<file path="src/rtl/ppkf_pkg.sv">
// Shared types, field widths, operation and register codes for the planar
// position Kalman filter. No dependencies; every other file imports it.
`default_nettype none

package ppkf_pkg;

   // Fixed field widths of the transfer payloads and the register port.
   localparam int POS_FIELD_W = 48;
   localparam int SPEED_W     = 24;
   localparam int HEADING_W   = 20;
   localparam int VAR_W       = 32;
   localparam int TIME_STEP_W = 24;
   localparam int OP_W        = 2;
   localparam int CSR_INDEX_W = 2;
   localparam int CSR_DATA_W  = 32;

   // Operation codes.
   localparam logic [OP_W-1:0] OP_INIT    = 2'd0;
   localparam logic [OP_W-1:0] OP_PREDICT = 2'd1;
   localparam logic [OP_W-1:0] OP_UPDATE  = 2'd2;

   // Register indexes.
   localparam logic [CSR_INDEX_W-1:0] CSR_MEAS_NOISE = 2'd0;
   localparam logic [CSR_INDEX_W-1:0] CSR_PROC_NOISE = 2'd1;
   localparam logic [CSR_INDEX_W-1:0] CSR_TIME_STEP  = 2'd2;

   // Reset values.
   localparam logic [VAR_W-1:0]       MEAS_NOISE_RESET = 32'd65536;
   localparam logic [VAR_W-1:0]       PROC_NOISE_RESET = 32'd655;
   localparam logic [TIME_STEP_W-1:0] TIME_STEP_RESET  = 24'd6554;
   localparam logic [VAR_W-1:0]       VAR_ONE          = 32'd65536;

   // CORDIC datapath, Q30 angles and coordinates.
   localparam int CORDIC_W = 36;
   localparam logic signed [HEADING_W:0] HALF_TURN_Q16 = 21'sd205887;
   localparam logic signed [HEADING_W:0] FULL_TURN_Q16 = 21'sd411775;
   localparam logic signed [CORDIC_W-1:0] PI_Q30        = 36'sd3373259426;
   localparam logic signed [CORDIC_W-1:0] HALF_PI_Q30   = 36'sd1686629713;
   localparam logic signed [CORDIC_W-1:0] CORDIC_GAIN   = 36'sd652032874;

   // Shared multiplier.
   localparam int MUL_W  = 34;
   localparam int PROD_W = 2 * MUL_W;

   // Gain divider: one quotient bit per cycle over a 64-bit dividend.
   localparam int DIV_STEPS = 64;
   localparam int DIV_CNT_W = 6;

   typedef enum logic [3:0] {
      ST_IDLE,
      ST_ROTATE,
      ST_MUL_COS,
      ST_MUL_SIN,
      ST_ADD_Y,
      ST_DIVIDE,
      ST_X_HIGH,
      ST_X_LOW,
      ST_X_SUM,
      ST_Y_HIGH,
      ST_Y_LOW,
      ST_Y_SUM,
      ST_VAR_MUL,
      ST_VAR_SET,
      ST_RESPOND
   } ppkf_state_type;

   // Arctangent of 2^-i in Q30, truncated.
   function automatic logic [29:0] atan_q30(input logic [4:0] idx);
      logic [29:0] v;
      case (idx)
         5'd0:  v = 30'd843314856;
         5'd1:  v = 30'd497837829;
         5'd2:  v = 30'd263043836;
         5'd3:  v = 30'd133525158;
         5'd4:  v = 30'd67021686;
         5'd5:  v = 30'd33543515;
         5'd6:  v = 30'd16775850;
         5'd7:  v = 30'd8388437;
         5'd8:  v = 30'd4194282;
         5'd9:  v = 30'd2097149;
         5'd10: v = 30'd1048575;
         5'd11: v = 30'd524287;
         5'd12: v = 30'd262143;
         5'd13: v = 30'd131071;
         5'd14: v = 30'd65535;
         5'd15: v = 30'd32767;
         5'd16: v = 30'd16383;
         5'd17: v = 30'd8191;
         5'd18: v = 30'd4095;
         5'd19: v = 30'd2047;
         5'd20: v = 30'd1023;
         5'd21: v = 30'd511;
         5'd22: v = 30'd255;
         5'd23: v = 30'd127;
         5'd24: v = 30'd63;
         5'd25: v = 30'd31;
         5'd26: v = 30'd15;
         5'd27: v = 30'd7;
         5'd28: v = 30'd3;
         5'd29: v = 30'd1;
         default: v = 30'd0;
      endcase
      return v;
   endfunction

endpackage

`default_nettype wire

</file>
<file path="src/rtl/ppkf_cordic.sv">
// Iterative CORDIC rotator: one micro-rotation per cycle gives cos and sin
// of a Q4.16 heading in Q30. Depends on ppkf_pkg.
`default_nettype none

module ppkf_cordic import ppkf_pkg::*; #(
   parameter int STEPS = 18
) (
   input  logic                       clock,
   input  logic                       reset,
   input  logic                       start,
   input  logic signed [HEADING_W-1:0] heading,
   output logic signed [MUL_W-1:0]    cos_val,
   output logic signed [MUL_W-1:0]    sin_val,
   output logic                       done
);

   localparam int STEP_W = $clog2(STEPS);

   logic signed [CORDIC_W-1:0] x_ff, y_ff, a_ff;
   logic signed [CORDIC_W-1:0] x_in, y_in, a_in;
   logic [STEP_W-1:0]          step_ff;
   logic                       flip_ff, busy_ff, done_ff;

   logic signed [HEADING_W:0]  h_ext, h_wrap;
   logic signed [CORDIC_W-1:0] a_raw, a_start;
   logic                       flip_start;
   logic signed [CORDIC_W-1:0] x_shift, y_shift, atan_step;

   // Wrap into plus or minus pi, then fold the left half plane onto the right.
   always_comb begin
      h_ext = (HEADING_W + 1)'(heading);
      if (h_ext > HALF_TURN_Q16) begin
         h_wrap = h_ext - FULL_TURN_Q16;
      end else if (h_ext < -HALF_TURN_Q16) begin
         h_wrap = h_ext + FULL_TURN_Q16;
      end else begin
         h_wrap = h_ext;
      end
      a_raw = CORDIC_W'(h_wrap) <<< 14;
      flip_start = 1'b1;
      if (a_raw > HALF_PI_Q30) begin
         a_start = a_raw - PI_Q30;
      end else if (a_raw < -HALF_PI_Q30) begin
         a_start = a_raw + PI_Q30;
      end else begin
         a_start = a_raw;
         flip_start = 1'b0;
      end
   end

   always_comb begin
      x_shift = x_ff >>> step_ff;
      y_shift = y_ff >>> step_ff;
      atan_step = CORDIC_W'(atan_q30(5'(step_ff)));
      if (!a_ff[CORDIC_W-1]) begin
         x_in = x_ff - y_shift;
         y_in = y_ff + x_shift;
         a_in = a_ff - atan_step;
      end else begin
         x_in = x_ff + y_shift;
         y_in = y_ff - x_shift;
         a_in = a_ff + atan_step;
      end
   end

   always_ff @(posedge clock) begin
      if (reset) begin
         busy_ff <= 1'b0;
         done_ff <= 1'b0;
      end else begin
         done_ff <= 1'b0;
         if (start) begin
            x_ff    <= CORDIC_GAIN;
            y_ff    <= '0;
            a_ff    <= a_start;
            flip_ff <= flip_start;
            step_ff <= '0;
            busy_ff <= 1'b1;
         end else if (busy_ff) begin
            x_ff    <= x_in;
            y_ff    <= y_in;
            a_ff    <= a_in;
            step_ff <= step_ff + STEP_W'(1);
            if (step_ff == STEP_W'(STEPS - 1)) begin
               busy_ff <= 1'b0;
               done_ff <= 1'b1;
            end
         end
      end
   end

   assign cos_val = flip_ff ? MUL_W'(-x_ff) : MUL_W'(x_ff);
   assign sin_val = flip_ff ? MUL_W'(-y_ff) : MUL_W'(y_ff);
   assign done    = done_ff;

endmodule

`default_nettype wire

</file>
<file path="config.mk">
export PLATFORM = sky130hd
export DESIGN_NAME = ppkf_cordic
export DESIGN_NICKNAME = d
export VERILOG_FILES = /design/src/rtl/ppkf_pkg.sv /design/src/rtl/ppkf_cordic.sv
export SDC_FILE = /design/constraint.sdc
export NUM_CORES = 1
export LEC_CHECK = 0
export ABC_AREA = 1
export ABC_CLOCK_PERIOD_IN_PS = 11900
export BUFFER_PORTS_ARGS = -buffer_cell sky130_fd_sc_hd__buf_2
export CORE_ASPECT_RATIO = 0.6
export CORE_UTILIZATION = 50
export DETAILED_ROUTE_END_ITERATION = 7
export PLACE_DENSITY = 0.68
export SLEW_MARGIN = 0
export SYNTH_ARGS = -nofsm -noshare
export SYNTH_HDL_FRONTEND = slang
export SYNTH_SLANG_ARGS = --single-unit
</file>
<file path="constraint.sdc">
create_clock -name clock -period 11.9 [get_ports clock]
set_clock_uncertainty 0.2 [all_clocks]
set_input_delay 1.19 -clock clock [delete_from_list [all_inputs] [get_ports clock]]
set_output_delay 1.19 -clock clock [all_outputs]
set_load 0.01 [all_outputs]
</file>
==> results by group <==
Status
  – Status: finished clean

Setup path
  – Data arrival, critical path: 8220 ps
  – Crit Path Max Fanout: between 70 and 80
  – R2r setup slk: around 3800 ps
  – Cell mode on critical path: nand2_1
  – Critical path type: reg -> reg
  – Max stage delay on crit path: between 700 and 800 ps
  – CP Data Required Time: about 12000 ps
  – Slowest-stage cell, CP: o21ai_0
  – Worst setup EP type: register
  – R2r worst-path depth: 32
  – Reg2reg start: step_ff[0]
  – Worst r2r dst: y_ff[27]
  – Worst Setup Start Kind: register

Global routing
  – GRT Resource Usage Total: 0.363
  – Antenna violations before repair: 1
  – Vias in the first global route: around 21000
  – Congestion Overflow GR: 0
  – Pin count of the biggest net entering global routing: approximately 70
  – First-pass GRT wire length: roughly 120 mm

Synth
  – FF+latch count, synth: approximately 150
  – Syn Nets: around 3700
  – Mapped Cells: approximately 3600
  – FFs w/ async S/R, synth: 0
  – Mux contribution to synthesized area: 0.00980
  – Post-synthesis adder-cell area fraction: 0.0763
  – Number of synthesized flops with an enable pin: between 100 and 150
  – Main combinational cell family by area after synthesis: simple AND/OR/NAND/NOR gates
  – Simple-Gate Fraction of Synth Area: 0.361
  – Synth top area share: 0.183
  – XOR/XNOR Fraction of Synth Area: 0.0753
  – Mapped cell area: 21500 um^2
  – Post-synthesis compound-gate area fraction: 0.193
  – Most common flop cell mapped by yosys: edfxtp_1
  – Mean Syn Cell Area: about 6 um^2
  – Area leader, netlist: nand2_1
  – Sequential share of the synthesized area: 0.189
  – Synth warn: 0
  – Leading post-synthesis cells by cell area: nand2_1 18%, edfxtp_1 16%, o21ai_0 7.5%
  – Distinct cells, synth: 68

Clocking
  – Setup repair bufs after CTS: 0
  – CTS buffer count: 17
  – Maximum clock path buffer count: 2
  – Clk_lat worst skew: between 400 and 500 ps
  – Clk slew on worst S/H paths: about 80 ps
  – Post-cts sizing count: 0
  – CTS root buffer: clkbuf_16
  – CTS Hold Bufs: 0
  – CTS tree: done
  – CTS H-tree lvls: 4
  – Number of clock sinks: ~150

Die
  – Die width: approximately 270 um
  – Initial Utilization: 0.510
  – Standard-cell rows: 58
  – Core box area: roughly 42000 um^2
  – Num ports: slightly above 90
  – Die height: between 150 and 200 um
  – Die footprint: around 44000 um^2

Power
  – Net Sw Power: ~2.0 mW
  – Switching share of power: 0.539
  – Clock power share: 0.153
  – Maximum VDD drop: 0.0818 mV
  – Seq pwr share: 0.209
  – Leak pwr: ~11 nW
  – Pwr Density: around 170 nW/um^2
  – Pint: approximately 1.8 mW
  – Combinational power share: 0.638

STA
  – RSZ-0062 raised after global routing: no
  – Setup violators final: 0
  – Final Max Slew Viols: 0
  – F_max: 0.123 GHz
  – Worst rel slew slack: 0.340
  – Setup_tns: 0 ps
  – Measured slew at the worst slew-check pin: 990 ps
  – Final period util: 0.681
  – Setup ws final: roughly 3800 ps
  – Fin. Hold Viols: 0
  – Final Critical Period: approximately 8100 ps

Placed design
  – GPL Wtd Cong: about 1.0
  – Placed instance count: about 4100
  – Setup WS pre-CTS: approximately 4500 ps
  – I/O Buffers: 91
  – DP HPWL: 64.4 mm

Worst hold path
  – Hold worst-path end: done
  – Hold Crit Depth: 2
  – Hold WC Path Type: reg -> reg
  – Hold path startpoint: busy_ff

Detailed routing
  – Vias: around 25000
  – Drt total wl: approximately 80 mm
  – Antenna Violating Nets Remaining: 0
  – DRT iter0 DRCs: 3819
  – 1st-pass router iterations: 7
  – DR DRC count: 0
  – DR WL/cell: just under 20 um
  – Vias/cell: about 5.9

Layout
  – Layout cell share with drive strength beyond 1: 0.0726
  – Area grow syn2layout: 5.85%
  – Nets: approximately 3700
  – # diodes: 0
  – Layout Utilization: 0.540
  – Fin cells: 4150

Run
  – Max_cap viols: 0
power by group through the flow:
stage	Combinational, mW	Sequential [mW]	Clock [mW]
after floorplan	1.70	0.754	0
after global placement	2.29	0.800	0
after detailed placement	2.32	0.799	0
after CTS	2.33	0.790	0.582
after global routing	2.68	0.801	0.600
final	2.43	0.794	0.580
Yosys cell counts, types with 5 or more instances:
library cell,count
nand2_1,1044
inv_1,354
nor2_1,352
o21ai_0,322
a21oi_1,248
nand3_1,231
ha_1,126
xor2_1,122
edfxtp_1,114
xnor2_1,57
clkbuf_1,56
nor3_1,53
o21ai_1,45
nand4_1,36
buf_2,32
dfxtp_1,32
or2_2,32
nand2_2,27
a31oi_1,25
mux2i_1,21
o21a_1,20
buf_1,16
buf_4,16
nor4_1,16
o211ai_1,16
nor2_2,13
inv_2,11
nand3b_1,9
a21o_1,8
buf_6,8
o21bai_1,8
a21boi_0,6
o2111ai_1,6
o221ai_1,6
o31ai_1,6
clkinv_1,5
o22ai_1,5
or2_1,5
cells in the final DEF (no fill, tap or decap), types with 8 or more instances in the layout:
| master | Yosys | layout |
|---|---|---|
| a21o_1 | 8 | 8 |
| a21oi_1 | 248 | 248 |
| a31oi_1 | 25 | 25 |
| buf_2 | 32 | 91 |
| buf_4 | 16 | 21 |
| clkbuf_16 | 0 | 17 |
| dfxtp_1 | 32 | 32 |
| edfxtp_1 | 114 | 114 |
| ha_1 | 126 | 126 |
| inv_1 | 354 | 351 |
| inv_2 | 11 | 13 |
| mux2i_1 | 21 | 21 |
| nand2_1 | 1044 | 1044 |
| nand2_2 | 27 | 27 |
| nand3_1 | 231 | 231 |
| nand3b_1 | 9 | 9 |
| nand4_1 | 36 | 36 |
| nor2_1 | 352 | 352 |
| nor2_2 | 13 | 13 |
| nor3_1 | 53 | 53 |
| nor4_1 | 16 | 16 |
| o211ai_1 | 16 | 16 |
| o21a_1 | 20 | 20 |
| o21ai_0 | 322 | 322 |
| o21ai_1 | 45 | 45 |
| o21bai_1 | 8 | 8 |
| or2_2 | 32 | 32 |
| xnor2_1 | 57 | 57 |
| xor2_1 | 122 | 122 |
state kept, by name, indices dropped and copies added, names as in the netlist:
register	flops
a_ff	36
x_ff	36
y_ff	36
atan_step	30
step_ff	5
busy_ff	1
done	1
flip_ff	1
area by class of cell:
cell class,count,area [um^2]
Clock buffer,17,425
Multi-Input combinational cell,2920,15300
Sequential cell,146,4060
Fill cell,4334,19400
Clock inverter,15,155
Timing Repair Buffer,112,613
Tap cell,570,713
Inverter,370,1390
worst max-delay path, delay by kind of cell, from the launching register on:
| family | cells | cell delay, ps |
|---|---|---|
| AO/OA/AOI/OAI | 9 | 2750 |
| flip-flops | 1 | 330 |
| AND/OR/NAND/NOR | 15 | 2380 |
| XOR/XNOR | 1 | 200 |
| buffers and inverters | 5 | 1340 |
| adder cells (fa/ha/maj) | 2 | 620 |
stage by stage:
step / instance area (um^2) / hold WS [ps] / total power, mW
floorplan: 21500 / 263 / 2.45
global placement: 22100 / 285 / 3.09
detailed placement: 22100 / 285 / 3.12
CTS: 22700 / 296 / 3.70
global route: 22700 / 314 / 4.08
finish: 22700 / 295 / 3.80
layer usage:
| layer | up-vias | share of wire | GRT usage |
|---|---|---|---|
| li1 | 11900 | - | - |
| met1 | 11200 | 0.50 | 0.602 |
| met2 | 1479 | 0.34 | 0.422 |
| met3 | 55 | 0.15 | 0.125 |
| met4 | 4 | 0.0081 | 0.0498 |
| met5 | - | 0.0029 | 0.0351 |
logic make-up after synthesis:
kind of cell,Yosys count
flops,146
xor+xnor,182
simple gates,1837
fa+ha+maj,129
mux,21
buf+inv,499
compound gates,751
how the worst max path moves through the flow:
stage | start | end | slack, ps
5_1_grt | step_ff[0] | y_ff[27] | 3350
3_5_place_dp | step_ff[0] | y_ff[27] | 4450
3_3_place_gp | step_ff[0] | y_ff[27] | 4530
2_1_floorplan | start | atan_step[2] | 5560
4_1_cts | step_ff[0] | y_ff[27] | 4400
6_report | step_ff[0] | y_ff[27] | 3800
No activity file was read; power rests on OpenSTA's default activity.
