### config.mk
export PLATFORM = sky130hd
export DESIGN_NAME = ppkf_divider
export DESIGN_NICKNAME = d
export VERILOG_FILES = /design/src/rtl/ppkf_pkg.sv /design/src/rtl/ppkf_divider.sv
export SDC_FILE = /design/constraint.sdc
export NUM_CORES = 1
export LEC_CHECK = 0
export ABC_AREA = 1
export BUFFER_PORTS_ARGS = -buffer_cell sky130_fd_sc_hd__buf_2
export CAP_MARGIN = 40
export CORE_UTILIZATION = 25
export CTS_BUF_LIST = sky130_fd_sc_hd__clkbuf_2 sky130_fd_sc_hd__clkbuf_4 sky130_fd_sc_hd__clkbuf_8
export DETAILED_ROUTE_END_ITERATION = 16
export PLACE_DENSITY_LB_ADDON = 0.1
export SLEW_MARGIN = 20
export SYNTH_ARGS = -nofsm -noshare
export SYNTH_HDL_FRONTEND = slang
export SYNTH_SLANG_ARGS = --single-unit
### constraint.sdc
create_clock -name clock -period 13.8 [get_ports clock]
set_input_delay 0.69 -clock clock [delete_from_list [all_inputs] [get_ports clock]]
set_output_delay 0.69 -clock clock [all_outputs]
set_load 0.05 [all_outputs]
### src/rtl/ppkf_pkg.sv
// Shared types, field widths, operation and register codes for the planar
// position Kalman filter. No dependencies; every other file imports it.
`default_nettype none

package ppkf_pkg;

   // Fixed field widths of the transfer payloads and the register port.
   localparam int POS_FIELD_W = 48;
   localparam int SPEED_W     = 24;
   localparam int HEADING_W   = 20;
   localparam int VAR_W       = 32;
   localparam int TIME_STEP_W = 24;
   localparam int OP_W        = 2;
   localparam int CSR_INDEX_W = 2;
   localparam int CSR_DATA_W  = 32;

   // Operation codes.
   localparam logic [OP_W-1:0] OP_INIT    = 2'd0;
   localparam logic [OP_W-1:0] OP_PREDICT = 2'd1;
   localparam logic [OP_W-1:0] OP_UPDATE  = 2'd2;

   // Register indexes.
   localparam logic [CSR_INDEX_W-1:0] CSR_MEAS_NOISE = 2'd0;
   localparam logic [CSR_INDEX_W-1:0] CSR_PROC_NOISE = 2'd1;
   localparam logic [CSR_INDEX_W-1:0] CSR_TIME_STEP  = 2'd2;

   // Reset values.
   localparam logic [VAR_W-1:0]       MEAS_NOISE_RESET = 32'd65536;
   localparam logic [VAR_W-1:0]       PROC_NOISE_RESET = 32'd655;
   localparam logic [TIME_STEP_W-1:0] TIME_STEP_RESET  = 24'd6554;
   localparam logic [VAR_W-1:0]       VAR_ONE          = 32'd65536;

   // CORDIC datapath, Q30 angles and coordinates.
   localparam int CORDIC_W = 36;
   localparam logic signed [HEADING_W:0] HALF_TURN_Q16 = 21'sd205887;
   localparam logic signed [HEADING_W:0] FULL_TURN_Q16 = 21'sd411775;
   localparam logic signed [CORDIC_W-1:0] PI_Q30        = 36'sd3373259426;
   localparam logic signed [CORDIC_W-1:0] HALF_PI_Q30   = 36'sd1686629713;
   localparam logic signed [CORDIC_W-1:0] CORDIC_GAIN   = 36'sd652032874;

   // Shared multiplier.
   localparam int MUL_W  = 34;
   localparam int PROD_W = 2 * MUL_W;

   // Gain divider: one quotient bit per cycle over a 64-bit dividend.
   localparam int DIV_STEPS = 64;
   localparam int DIV_CNT_W = 6;

   typedef enum logic [3:0] {
      ST_IDLE,
      ST_ROTATE,
      ST_MUL_COS,
      ST_MUL_SIN,
      ST_ADD_Y,
      ST_DIVIDE,
      ST_X_HIGH,
      ST_X_LOW,
      ST_X_SUM,
      ST_Y_HIGH,
      ST_Y_LOW,
      ST_Y_SUM,
      ST_VAR_MUL,
      ST_VAR_SET,
      ST_RESPOND
   } ppkf_state_type;

   // Arctangent of 2^-i in Q30, truncated.
   function automatic logic [29:0] atan_q30(input logic [4:0] idx);
      logic [29:0] v;
      case (idx)
         5'd0:  v = 30'd843314856;
         5'd1:  v = 30'd497837829;
         5'd2:  v = 30'd263043836;
         5'd3:  v = 30'd133525158;
         5'd4:  v = 30'd67021686;
         5'd5:  v = 30'd33543515;
         5'd6:  v = 30'd16775850;
         5'd7:  v = 30'd8388437;
         5'd8:  v = 30'd4194282;
         5'd9:  v = 30'd2097149;
         5'd10: v = 30'd1048575;
         5'd11: v = 30'd524287;
         5'd12: v = 30'd262143;
         5'd13: v = 30'd131071;
         5'd14: v = 30'd65535;
         5'd15: v = 30'd32767;
         5'd16: v = 30'd16383;
         5'd17: v = 30'd8191;
         5'd18: v = 30'd4095;
         5'd19: v = 30'd2047;
         5'd20: v = 30'd1023;
         5'd21: v = 30'd511;
         5'd22: v = 30'd255;
         5'd23: v = 30'd127;
         5'd24: v = 30'd63;
         5'd25: v = 30'd31;
         5'd26: v = 30'd15;
         5'd27: v = 30'd7;
         5'd28: v = 30'd3;
         5'd29: v = 30'd1;
         default: v = 30'd0;
      endcase
      return v;
   endfunction

endpackage

`default_nettype wire

### src/rtl/ppkf_divider.sv
// Restoring divider for the filter gain: quotient of dividend * 2^32 over
// a 33-bit divisor, one bit per cycle. Depends on ppkf_pkg.
`default_nettype none

module ppkf_divider import ppkf_pkg::*; (
   input  logic             clock,
   input  logic             reset,
   input  logic             start,
   input  logic [VAR_W-1:0] dividend,
   input  logic [VAR_W:0]   divisor,
   output logic [VAR_W:0]   quotient,
   output logic             done
);

   logic [2*VAR_W-1:0]   num_ff;
   logic [VAR_W:0]       rem_ff, quo_ff, div_ff;
   logic [DIV_CNT_W-1:0] cnt_ff;
   logic                 busy_ff, done_ff;
   logic [VAR_W+1:0]     trial, trial_sub;
   logic                 fits;

   assign trial     = {rem_ff, num_ff[2*VAR_W-1]};
   assign trial_sub = trial - {1'b0, div_ff};
   assign fits      = trial >= {1'b0, div_ff};

   always_ff @(posedge clock) begin
      if (reset) begin
         busy_ff <= 1'b0;
         done_ff <= 1'b0;
      end else begin
         done_ff <= 1'b0;
         if (start) begin
            num_ff <= {dividend, {VAR_W{1'b0}}};
            rem_ff <= '0;
            quo_ff <= '0;
            div_ff <= divisor;
            cnt_ff <= '0;
            // A zero divisor means zero gain; finish at once.
            if (divisor == '0) begin
               done_ff <= 1'b1;
            end else begin
               busy_ff <= 1'b1;
            end
         end else if (busy_ff) begin
            num_ff <= num_ff << 1;
            rem_ff <= fits ? trial_sub[VAR_W:0] : trial[VAR_W:0];
            quo_ff <= {quo_ff[VAR_W-1:0], fits};
            cnt_ff <= cnt_ff + DIV_CNT_W'(1);
            if (cnt_ff == DIV_CNT_W'(DIV_STEPS - 1)) begin
               busy_ff <= 1'b0;
               done_ff <= 1'b1;
            end
         end
      end
   end

   assign quotient = quo_ff;
   assign done     = done_ff;

endmodule

`default_nettype wire

==> metrics.md, run 1 <==
| Metric | Value |
|---|---|
| Run status | finished clean |
| Core area | 33,450 um^2 |
| Unrepaired setup endpoints after global routing | false |
| Fmax achieved | 360.3 MHz |
| FILL cells | 3,663 |
| Worst Setup Start Kind | flip-flop |
| LEAKAGE | 4.837 nW |
| Synth Area per Inst | 7.943 um^2 |
| Die width | 186.2 um |
| Actual slew at the worst max-slew pin | 801.8 ps |
| Routed via count | 6,802 |
| Row count | 67 |
| First-iteration detailed-routing DRC count | 411 |
| Nets | 1,276 |
| Req. time, crit path | 14,120 ps |
| Clock tree buffer depth | 2 |
| Routed Antenna Nets | 0 |
| Cell count after placement | 1,602 |
| Pwr per Cell Area | 119.8 nW/um^2 |
| Clk slew on worst S/H paths | 100 ps |
| Port bufs | 101 |
| TritonCTS Buffers | 17 |
| Post-Synth Simple-Gate Area | 31.83% |
| Initial Util | 25.36% |
| CTS tree | built |
| Post-Syn Instances | 1,068 |
| Vias in the first global route | 6,852 |
| GP Congestion | 0.8057 |
| Post-synth EDFFs | 137 |
| Min Tclk post-route | 2776 ps |
| Syn nets | 1,171 |
| Ys Warns | 0 |
| Fin crit share | 20.11% |
| WP data arrival | 3090 ps |
| Post-synthesis sequential area ratio | 48.97% |
| Clock sink total | 139 |
| XOR/XNOR share of the synthesized area | 1.549% |
| Post-Route WL | 22.94 mm |
| Final hold violation count | 0 |
| Slew headroom | 46.06% |
| Placed Instance Area | 9520 um^2 |
| CTS Hold Bufs | 0 |
| Clock Tree Root | clkbuf_8 |
| H-tree levels | 4 |
| Finished Layout Cells | 1,636 |
| Internal reg-to-reg setup slack | 11,020 ps |
| Yosys cell types | 39 |
| Synthesis-to-layout area growth | 17.23% |
| Worst skew pair latency | 470 ps |
| Largest family of logic cells by synthesized area | simple AND/OR/NAND/NOR gates |
| Vias per cell | 4.158 |
| Global-route usage over all layers | 14.07% |
| Dpl hpwl | 17.07 mm |
| # Max-Cap Violations | 0 |
| Layout Skew | 19.60 ps |
| Compound-Gate Fraction of Synth Area | 2.493% |
| Overflow after GRT | 0 |
| R2R Path End | rem_ff[28] |
| Final Max Tran Viols | 0 |
| Reg area | 4154 um^2 |
| Largest net degree at the start of global routing | 71 |
| Drt drc | 0 |
| Adder-cell share of the synthesized area | 5.251% |
| Worst setup path startpoint | num_ff[63] |
| Critical path capture point type | flip-flop |
| Post-route cell area | 9945 um^2 |
| Post-route setup TNS | 0 ps |
| Share of layout cells above drive strength 1 | 14.94% |
| R2R cell count | 13 |
| # IOs | 102 |
| CP endpoint | rem_ff[28] |
| #FFs+latches synth | 139 |
| Worst vdd ir | 0.06410 mV |
| Routed WL per cell | 14.02 um |
| Largest fanout on the critical path | 26 |
| Ys async rst share | 0% |
| Fraction of synthesized area in multiplexers | 0% |
| Die area | 34,670 um^2 |
| Post-CTS setup buffers | 0 |
| Post-CTS resize count | 0 |
| Multi-input combinational cell area | 3507 um^2 |
| Die H | 186.2 um |
| Final Core Density | 29.73% |
| Synth Cell Area | 8483 um^2 |
| First-pass GRT wire length | 36.94 mm |
| R2r startpoint | num_ff[63] |
| Worst Path Class, Setup | flip-flop to flip-flop |
| Number of antenna violations at the first check in global routing | 4 |
| Final setup viols | 0 |
| Drt first pass iters | 5 |
| Ys flop type | edfxtp_1 |
| Class of the worst hold path | input port to flip-flop |
-- layout make-up --
type	instances	share of cell area [%]
Inverter	188	7.146
Antenna cell	3	0.07549
Multi-Input combinational cell	719	35.27
Clock inverter	14	1.837
Clock buffer	17	2.353
Sequential cell	139	41.77
Timing Repair Buffer	108	5.913
Tap cell	448	5.637
-- per-stage QoR --
step | hold WS (ps) | power [W] | setup slack [ps]
2_1_floorplan | 450.9 | 0.0007537 | 7087
3_3_place_gp | 492.6 | 0.0008323 | 10410
3_5_place_dp | 502.5 | 0.0008344 | 10720
4_1_cts | 375.5 | 0.001215 | 10930
5_1_grt | 383.2 | 0.001270 | 10760
6_report | 412.1 | 0.001192 | 11020
-- report_power, final --
| group | switching [W] | internal, W | total (W) |
|---|---|---|---|
| Clock | 0.000190 | 0.000182 | 0.000372 |
| Combinational | 0.000205 | 0.0000981 | 0.000303 |
| Sequential | 0.0000126 | 0.000504 | 0.000517 |
-- worst min path at each step --
stage | start | endpoint | slack [ps] | cells after the start
4_1_cts | divisor[1] | div_ff[1] | 380 | 1
2_1_floorplan | busy_ff | busy_ff | 450 | 2
5_1_grt | divisor[26] | div_ff[26] | 380 | 1
3_5_place_dp | num_ff[53] | num_ff[54] | 500 | 2
6_report | divisor[25] | div_ff[25] | 410 | 1
3_3_place_gp | num_ff[52] | num_ff[53] | 490 | 2
-- registers in the layout, indices dropped and copies added (netlist names) --
| signal | flops |
|---|---|
| cnt_ff | 6 |
| quotient | 33 |
| div_ff | 33 |
| num_ff | 32 |
| busy_ff | 1 |
| done | 1 |
| rem_ff | 33 |
-- logic make-up after synthesis --
kind of cell    after synthesis
simple gates                631
buf+inv                     210
flops                       139
fa+ha+maj                    35
compound gates               38
xor+xnor                     15
-- critical path, stage by stage (launching register included) --
cell and delay [ps]:
edfxtp_1 370, inv_1 90, ha_1 140, inv_1 70
fa_1 470, nand3_1 140, nand3_2 150, nand2_2 110
nand2_2 70, nand2_4 340, nand2_8 210, inv_6 240
nor2_1 110, nor2_1 100
-- cells in the final DEF (no fill, tap or decap), drive strengths merged, types with 4 or more instances in the layout --
cell,n
clkinv,4
nor4,10
nand3,37
buf,108
xor2,14
nor3,6
nand3b,28
a21oi,28
ha,34
nor2,157
edfxtp,137
inv,194
nand2,379
nand4,10
clkbuf,17
-- routing by layer --
layer	track usage, %	wire length, um	vias to the layer above
li1	-	-	3560
met1	18.92	11390	3111
met2	22.72	10290	108
met3	3.388	980	19
met4	3.279	256	4
met5	0	24	-
-- cell usage after synthesis, types with 2 or more instances --
library cell | number | area share [%]
nand2_1 | 370 | 16
inv_1 | 182 | 8.1
nor2_1 | 140 | 6.2
edfxtp_1 | 137 | 48
nand3_1 | 35 | 2.1
ha_1 | 34 | 5.0
nand3b_1 | 28 | 2.5
a21oi_1 | 27 | 1.6
nor2_2 | 16 | 1.2
xor2_1 | 14 | 1.4
clkbuf_1 | 13 | 0.58
nand4_1 | 10 | 0.74
nor4_1 | 10 | 0.74
nand2_2 | 7 | 0.52
nor3_1 | 5 | 0.29
inv_2 | 4 | 0.18
buf_6 | 3 | 0.40
o21a_1 | 3 | 0.27
o21ai_0 | 3 | 0.18
and2_1 | 2 | 0.15
buf_1 | 2 | 0.089
buf_4 | 2 | 0.18
dfxtp_1 | 2 | 0.47
nand3_2 | 2 | 0.24
o21bai_1 | 2 | 0.18
or2_2 | 2 | 0.15
Power figures use the tool's default switching activity.
==> run 2: changes to the inputs <==
==> constraint.sdc (replaced) <==
create_clock -name clock -period 2.55 [get_ports clock]
set_input_delay 0.1275 -clock clock [delete_from_list [all_inputs] [get_ports clock]]
set_output_delay 0.1275 -clock clock [all_outputs]
set_load 0.05 [all_outputs]
==> run 2 against run 1 <==
Against the previous run: the flow now finishes with violations (design-rule violations); combinational power rose to 6.2 times the previous value; wire length rose by 7.5%; clock power rose to 4.9 times the previous value; fmax rose by 15%; die area did not move; worst setup slack got worse by 11000 ps; flip-flop and latch count did not move; critical endpoint is now rem_ff[16]; clock skew fell by 2.5 ps; final area rose by 9.8%.
==> metrics.md, run 2 (synthesized netlist as in run 1, its figures left out) <==
| Metric | Value |
|---|---|
| Clk slew on worst S/H paths | 100 ps (about the same) |
| Drt first pass iters | 11 (+6) |
| Number of antenna violations at the first check in global routing | 0 (-4) |
| Final hold violation count | 0 (unchanged) |
| Pwr Total | 0.006532 W (+450%) |
| Most frequent cells in the layout | nand2_1 (367), inv_1 (181), edfxtp_1 (137) |
| Fin crit share | 94.50% (+74 points) |
| Overflow after GRT | 0 (unchanged) |
| Final worst setup slack | 140.2 ps (-10,880 ps) |
| Min Tclk post-route | 2410 ps (-365.9 ps) |
| Worst vdd ir | 0.3404 mV (+430%) |
| Post-route setup TNS | 0 ps (unchanged) |
| Final setup viols | 0 (unchanged) |
| Row count | 67 (unchanged) |
| # Max-Cap Violations | 0 (unchanged) |
| Die H | 186.2 um (unchanged) |
| Worst Path Class, Setup | flip-flop to flip-flop |
| Failing checks | design-rule violations |
| Worst skew pair latency | 460 ps (about the same) |
| Clock sink total | 139 (unchanged) |
| Met2 usage in global routing | 24.54% (+1.8 points) |
| FILL cells | 3,620 (-1.2%) |
| First-iteration detailed-routing DRC count | 412 (+0.24%) |
| Routed Antenna Nets | 0 (unchanged) |
| Vias in the first global route | 7,271 (+6.1%) |
| Critical path capture point type | flip-flop |
| Slew headroom | 54.83% (+8.8 points) |
| Layout Skew | 17.08 ps (-2.521 ps) |
| Post-Route WL | 24.67 mm (+7.5%) |
| Share of layout cells above drive strength 1 | 17.42% (+2.5 points) |
| Gr busiest metal | met2 |
| WP data arrival | 2630 ps (-460 ps) |
| Pwr per Cell Area | 598.4 nW/um^2 (+400%) |
| Placed Instance Area | 9597 um^2 (+0.80%) |
| CTS tree | built |
| Worst Setup Start Kind | flip-flop |
| Antenna diode count | 0 (-3) |
| Grt met3 use | 3.115% (-0.27 points) |
| Drt drc | 2 (+2) |
| Initial Util | 25.36% (unchanged) |
| Vias per cell | 4.203 (+1.1%) |
| First-pass GRT wire length | 39.10 mm (+5.9%) |
| Setup slack at placement | 88.86 ps (-10,630 ps) |
| # IOs | 102 (unchanged) |
| Port bufs | 101 (unchanged) |
| TritonCTS Buffers | 17 (unchanged) |
| Leading cell type in the layout, fill and taps excluded | nand2_1 |
| Fmax achieved | 415.0 MHz (+15%) |
| Met1 usage | 19.73% (+0.81 points) |
| Routed via count | 7,216 (+6.1%) |
| LEAKAGE | 5.180 nW (+7.1%) |
| H-tree levels | 4 (unchanged) |
| Clock Tree Root | clkbuf_8 |
| Largest net degree at the start of global routing | 68 (-4.2%) |
| GP Congestion | 0.9095 (+13%) |
| Largest fanout on the critical path | 6 (-77%) |
| Nets | 1,359 (+6.5%) |
| Class of the worst hold path | input port to flip-flop |
| Routed WL per cell | 14.37 um (+2.4%) |
| Dpl hpwl | 18.14 mm (+6.3%) |
| Run status | finished with violations |
| Req. time, crit path | 2770 ps (-11,350 ps) |
| Core area | 33,450 um^2 (unchanged) |
| Clock tree buffer depth | 2 (unchanged) |
| Global-route usage over all layers | 14.82% (+0.75 points) |
| Die width | 186.2 um (unchanged) |
| Die area | 34,670 um^2 (unchanged) |
| Final Max Tran Viols | 0 (unchanged) |
| Actual slew at the worst max-slew pin | 677.6 ps (-124.2 ps) |
| Synthesis-to-layout area growth | 28.67% |
| Post-route cell area | 10,920 um^2 (+9.8%) |
run 2: cell types whose count changed in the layout (fill, tap and decap cells not counted), moves of 4 or more:
cell           previous run  this run
ha_4                      0         9
ha_2                      0         5
buf_4                     4        16
dlygate4sd3_1             0        66
ha_1                     34        20
nor2_1                  139       135
run 2: per-stage QoR:
step	hold slack [ps]	std cells	util (%)
floorplan	226.4	1068	-
global route	227.4	1717	32.63
global placement	321.5	1614	28.69
detailed placement	322.7	1614	28.69
finish	199.1	1717	32.63
CTS	195.0	1712	31.80
run 2: worst max-delay path: stages (launching register included):
cell	delay, ps
edfxtp_1	410
ha_1	390
nand2_2	140
inv_1	50
nand2_1	80
nand2_1	60
nand2_1	70
nand3_2	160
nand2_2	120
nand2_2	100
nand2_8	140
buf_4	190
nand3b_1	140
nand2_1	80
nor2_1	40
run 2: cell type report:
class                   instances  area (um^2)  area share [%]
clock buffers                  19        249.0           2.281
multi-input cells             721         3724           34.11
flip-flops and latches        139         4155           38.07
inverters                     188        715.7           6.557
repair buffers                189         1380           12.64
clock inverters                13        131.4           1.204
well taps                     448        560.5           5.135
run 2: power breakdown:
group	leakage, nW	switching, W	internal (W)	total (W)
Combinational	3.65	0.00119	0.000688	0.00188
Clock	0.186	0.00103	0.000815	0.00184
Sequential	1.34	0.0000793	0.00273	0.00281
Total	5.18	0.00230	0.00423	0.00653
run 2: worst paths after layout:
path	cells after the start	slack, ps	end	startpoint
worst max-delay path	14	140	rem_ff[16]	rem_ff[4]
worst min-delay path	4	200	done	start
worst max register to register	14	140	rem_ff[16]	rem_ff[4]
worst min register to register	2	500	busy_ff	busy_ff
run 2: what timing repair did:
| item | in CTS | in global routing |
|---|---|---|
| buffers inserted | 0 | 3 |
| setup endpoints to repair | 0 | 30 |
| gates resized for setup | 0 | 38 |
| endpoints found under the hold margin | 67 | 0 |
| hold buffers | 66 | 0 |
run 2: layer usage:
layer / vias up / share of wire [%]
li1: 3727 / -
met1: 3340 / 48
met2: 139 / 46
met3: 10 / 4.4
met4: 0 / 0.90
met5: - / 0
